<file path="src/orbcam_pkg.sv">
// ----------------------------------------------------------------------------
// Orbit camera package
// Shared types, fixed-point constants and helper functions for the orbit
// camera update block.
// ----------------------------------------------------------------------------
package orbcam_pkg;

  localparam int ANGLE_BITS      = 16;
  localparam int COORD_FRAC_BITS = 16;
  localparam int UNIT_FRAC_BITS  = 14;
  localparam int CORDIC_STEPS    = 16;

  localparam int PADDR_BITS = 3;

  // Register addresses, decoded on bit 2 of the byte address.
  localparam logic REG_DEFAULT_RADIUS = 1'b0;
  localparam logic REG_INITIAL_PITCH  = 1'b1;

  // Pitch is held to one sixth of a turn either way.
  localparam logic signed [17:0] PITCH_LIMIT = 18'((1 << ANGLE_BITS) / 6);

  // One unit in Q1.14 and one unit in Q16.16.
  localparam logic signed [15:0] UNIT_ONE  = 16'sd16384;
  localparam logic signed [63:0] COORD_ONE = 64'(1 << COORD_FRAC_BITS);

  // CORDIC start value, gain-compensated, Q2.30.
  localparam logic signed [33:0] CORDIC_GAIN = 34'sd652032874;

  // Arc tangents of 2^-i in units of 2^32 per turn.
  localparam logic [31:0] ATAN_TURN [CORDIC_STEPS] = '{
    32'd536870912, 32'd316933406, 32'd167458907, 32'd85004756,
    32'd42667331,  32'd21354465,  32'd10679838,  32'd5340245,
    32'd2670163,   32'd1335087,   32'd667544,    32'd333772,
    32'd166886,    32'd83443,     32'd41722,     32'd20861
  };

  typedef struct packed {
    logic               set_target;
    logic signed [31:0] target_x;
    logic signed [31:0] target_y;
    logic signed [31:0] target_z;
    logic signed [15:0] pitch_step;
    logic signed [15:0] yaw_step;
    logic signed [15:0] roll_step;
    logic signed [31:0] zoom_step;
  } item_t;

  typedef struct packed {
    logic signed [31:0] eye_x;
    logic signed [31:0] eye_y;
    logic signed [31:0] eye_z;
    logic signed [31:0] aim_x;
    logic signed [31:0] aim_y;
    logic signed [31:0] aim_z;
    logic signed [15:0] up_x;
    logic signed [15:0] up_y;
    logic signed [15:0] up_z;
    logic signed [15:0] look_x;
    logic signed [15:0] look_y;
    logic signed [15:0] look_z;
  } result_t;

  // Status from the CORDIC unit back to the sequencer.
  typedef struct packed {
    logic               done;
    logic signed [15:0] sin_val;
    logic signed [15:0] cos_val;
  } trig_t;

  // Saturate a wide signed value to 32 bits.
  function automatic logic signed [31:0] sat32(input logic signed [63:0] v);
    logic signed [31:0] r;
    if (v > 64'sd2147483647) r = 32'sh7FFFFFFF;
    else if (v < -64'sd2147483648) r = 32'sh80000000;
    else r = v[31:0];
    return r;
  endfunction

  // Round a Q42 product sum half up to Q1.14 and clamp to +-1.0.
  function automatic logic signed [15:0] to_unit42(input logic signed [63:0] v);
    logic signed [63:0] s;
    logic signed [15:0] r;
    s = (v + 64'sd134217728) >>> 28;
    if (s > 64'(UNIT_ONE)) r = UNIT_ONE;
    else if (s < -64'(UNIT_ONE)) r = -UNIT_ONE;
    else r = s[15:0];
    return r;
  endfunction

endpackage

</file>
<file path="src/orbcam_cordic.sv">
// ----------------------------------------------------------------------------
// Orbit camera CORDIC
// Rotation-mode CORDIC that returns sine and cosine of one binary angle,
// one micro-rotation per cycle.
// ----------------------------------------------------------------------------
module orbcam_cordic (
  input  logic                                   clk,
  input  logic                                   rst,
  input  logic                                   start,
  input  logic [orbcam_pkg::ANGLE_BITS-1:0]      angle,
  output orbcam_pkg::trig_t                      trig
);

  import orbcam_pkg::*;

  logic               busy;
  logic               done;
  logic               flip;
  logic [3:0]         cnt;
  logic signed [33:0] x;
  logic signed [33:0] y;
  logic signed [32:0] z;

  logic signed [32:0] z_full;
  logic signed [32:0] z_fold;
  logic               flip_fold;
  logic signed [33:0] x_out;
  logic signed [33:0] y_out;

  // Spread the angle to 32 bits and fold it into the right half plane.
  always_comb begin
    z_full = 33'($signed({angle, {(32 - ANGLE_BITS){1'b0}}}));
    z_fold = z_full;
    flip_fold = 1'b0;
    if (z_full > 33'sd1073741824) begin
      z_fold = z_full - 33'sd2147483648;
      flip_fold = 1'b1;
    end else if (z_full < -33'sd1073741824) begin
      z_fold = z_full + 33'sd2147483648;
      flip_fold = 1'b1;
    end
  end

  // Micro-rotations, one per cycle, with shifters shared by all steps.
  always_ff @(posedge clk) begin
    if (rst) begin
      busy <= 1'b0;
      done <= 1'b0;
    end else begin
      done <= 1'b0;
      if (start) begin
        busy <= 1'b1;
        cnt  <= '0;
        x    <= CORDIC_GAIN;
        y    <= '0;
        z    <= z_fold;
        flip <= flip_fold;
      end else if (busy) begin
        if (z >= 0) begin
          x <= x - (y >>> cnt);
          y <= y + (x >>> cnt);
          z <= z - $signed({1'b0, ATAN_TURN[cnt]});
        end else begin
          x <= x + (y >>> cnt);
          y <= y - (x >>> cnt);
          z <= z + $signed({1'b0, ATAN_TURN[cnt]});
        end
        cnt <= cnt + 4'd1;
        if (cnt == 4'(CORDIC_STEPS - 1)) begin
          busy <= 1'b0;
          done <= 1'b1;
        end
      end
    end
  end

  function automatic logic signed [15:0] to_unit30(input logic signed [33:0] v);
    logic signed [33:0] s;
    logic signed [15:0] r;
    s = (v + 34'sd32768) >>> 16;
    if (s > 34'(UNIT_ONE)) r = UNIT_ONE;
    else if (s < -34'(UNIT_ONE)) r = -UNIT_ONE;
    else r = s[15:0];
    return r;
  endfunction

  // Undo the fold and round to Q1.14.
  assign x_out = flip ? -x : x;
  assign y_out = flip ? -y : y;
  assign trig.done    = done;
  assign trig.sin_val = to_unit30(y_out);
  assign trig.cos_val = to_unit30(x_out);

endmodule

</file>
<file path="config.mk">
export PLATFORM = sky130hd
export DESIGN_NAME = orbcam_cordic
export DESIGN_NICKNAME = d
export VERILOG_FILES = /design/src/orbcam_pkg.sv /design/src/orbcam_cordic.sv
export SDC_FILE = /design/constraint.sdc
export NUM_CORES = 1
export LEC_CHECK = 0
export ABC_CLOCK_PERIOD_IN_PS = 14900
export BUFFER_PORTS_ARGS = -buffer_cell sky130_fd_sc_hd__buf_4
export CAP_MARGIN = 5
export CORE_ASPECT_RATIO = 1.2
export CORE_UTILIZATION = 35
export DETAILED_ROUTE_END_ITERATION = 8
export PLACE_DENSITY = 0.52
export SLEW_MARGIN = 20
export SYNTH_ARGS = -nofsm -noshare
export SYNTH_HDL_FRONTEND = slang
export SYNTH_SLANG_ARGS = --single-unit
</file>
<file path="constraint.sdc">
create_clock -name clk -period 14.9 [get_ports clk]
set_input_delay 2.98 -clock clk [delete_from_list [all_inputs] [get_ports clk]]
set_output_delay 2.98 -clock clk [all_outputs]
set_load 0.005 [all_outputs]
</file>
==> flow_summary.toml <==
[outcome]
status = "finished, final reports clean"

[sta]
tightest_slew_ns = 1.05
finalSetupTns_ns = 0
rsz0062_at_grt = "no"
fin_crit_ns = 8.28
fmax_ghz = 0.121
min_period_over_period_pct = 55.6
setup_violations = 0
slew_violations = 0
finClkSkew_ns = 0.0186
worst_slew_margin_rel_pct = 30.0
hold_viol = 0

[place]
io_buffers = 51
place_area_um2 = 17900
dp_hpwl_um = 39500
gp_congestion = 0.883

[global_routing]
track_usage_pct = 20.8
antenna_found_initial = 0
grt_max_degree = 81
grt_pass1_vias = 14800
grt_pass1_wl_um = 82100
gr-total-overflow = 0

[cells_and_area]
fin_area_um2 = 18200
syn_to_final_growth_pct = 6.15
drive_gt1_share_pct = 12.4
utilization_pct = 37.8
n_antenna_cell = 0
nNetsFinal = 2106

[worst_hold_path]
min-delay-start = "busy"
hp-class = "reg -> reg"
hold_depth = 1

[critical_path]
crit_cells = 15
r2r_cells = 21
cp-start-kind = "flop"
path_delay_family = "simple AND/OR/NAND/NOR gates"
path_max_fanout = 14
slowest_stage = "nand4_1"
arrival_ns = 5.30
crit_start = "x[6]"
crit_buf_inv = 1
crit_chain = "nor4_4, nand4_1, o21ai_0, xnor2_1, ha_1, nand4b_1, nor3_1, o32a_2, nand3_1, or4_1, o211ai_1, xnor2_1, nand4_1, a211oi_1, buf_4"
critical_path_class = "reg -> out"
crit_required_ns = 11.92
reg2reg_from = "cnt[1]"
end_kind = "output port"
critPathMaxStageDelay_ns = 0.64
reg2reg_setup_slack_ns = 7.42

[power]
totalPowerFinal_mw = 3.25
ir_worst_vdd_v = 0.0000786
p_leak_nw = 6.86
p_per_area_nw_per_um2 = 178

[synthesis]
ys_types = 102
yosysSeqAreaShare_pct = 18.8
ys_top_cells_by_area = "edfxtp_1 (19%), mux4_2 (10%), ha_1 (8.2%), xnor2_1 (5.9%), xor2_1 (5.6%)"
syn_inst = 2019
synth_seq_cells = 108
syn_nets = 2153
avgSynthCellArea_um2 = 8.50
yosys_warnings = 0
synth_async_sr_flop_share_pct = 0
yosysTopAreaCell = "edfxtp_1"
synth-edff-count = 106
synth_top_area_share_pct = 18.6
netlist_area_um2 = 17200
synth_flop_cell = "edfxtp_1"

[flow_run]
drv_cap = 0

[clock_network]
cts_tree = "built"
postCtsSetupBuffers = 0
numCtsBuffers = 9
cts-root-buf = "clkbuf_16"
cts_hold_buf = 0
clock_path_buffers = 2
clk_latency_ns = 0.41
ctsHtreeMaxLevel = 3
clock_sinks = 108
cts_resized = 0
clk_pin_slew_ns = 0.09

[routing]
drtIter0Drc = 1418
drc = 0
first_pass_iters = 6
ant_nets = 0
viasPerCell = 6.02
wl_per_cell_um = 20.1
vias = 15700
wl_um = 52300

[floorplan]
placeableCoreArea_um2 = 48200
start_util_pct = 35.6
fp.dieW_um = 204
rows = 88
die_y_um = 245
dieArea_um2 = 49900
ios = 52
==> per-layer routing <==
layer  share of wire, %  global-route usage [%]  up-vias  routed length, µm
met5                  0                       0        -                  0
met4                3.1                    8.21        0               1630
met3                3.7                    1.96       93               1920
met2                 51                    37.5      450              26700
met1                 42                    25.1     7643              22100
li1                   -                       -     7514                  -
==> path summary, 6_finish.rpt <==
path | endpoint
worst max-delay path | trig[8]
worst min-delay path | done
worst max register to register | x[32]
worst min register to register | done
==> layout by cell type, fill, tap and decap left out, types with 26 or more instances in the layout <==
cell / n
nor2b_1: 26
mux4_2: 76
nand3_1: 41
mux2_2: 31
o21ai_0: 137
ha_1: 112
inv_1: 61
buf_4: 71
xor2_1: 110
nor2_1: 188
a21o_1: 36
mux2i_1: 53
nor3_1: 56
xnor2_1: 116
edfxtp_1: 106
nand2_1: 174
a21oi_1: 116
==> Yosys cell counts, types with 56 or more instances <==
library cell and n:
xor2_1 110, ha_1 112, inv_1 61, mux4_2 76, o21ai_0 137, xnor2_1 116, clkbuf_1 74, nor3_1 56
nand2_1 174, a21oi_1 116, edfxtp_1 106, nor2_1 189
==> power by group <==
part           internal (mW)  leakage, nW  switching, mW  total (mW)
clock network          0.150        0.161          0.141       0.292
registers              0.473         1.03          0.187       0.659
logic                   1.00         5.66           1.30        2.30
total                   1.62         6.86           1.62        3.25
==> metrics by stage <==
step / cells / setup WS (ns) / hold WS, ns
final: 2607 / 6.62 / 0.493
after global routing: 2607 / 6.08 / 0.517
after CTS: 2607 / 6.64 / 0.500
after detailed placement: 2591 / 7.10 / 0.491
after global placement: 2591 / 7.28 / 0.496
after floorplan: 2019 / 6.39 / 0.454
==> logic make-up (layout without fill, tap and decap cells) <==
logic type / count (synthesis) / in the layout / synth area share, %
AOI/OAI and AO/OA: 536 / 536 / 20.5
xor gates and xnor gates: 226 / 226 / 11.5
adders and majority gates: 115 / 115 / 8.52
buffers and inverters: 192 / 150 / 4.89
DFF: 108 / 108 / 18.8
muxes: 168 / 168 / 15.9
and+or+nand+nor: 674 / 674 / 19.8
==> flip-flops by register name (all words and copies together), names as in the netlist <==
signal  flops
y          34
z          33
done        1
flip        1
busy        1
cnt         4
x          34
==> layout make-up <==
cell class | count | area [µm²]
well taps | 630 | 788
fillers | 4930 | 30000
clock inverters | 7 | 104
clock buffers | 9 | 225
repair buffers | 71 | 533
multi-input cells | 1719 | 13100
inverters | 63 | 236
flip-flops and latches | 108 | 3220
(Power assumes the default switching activity.)
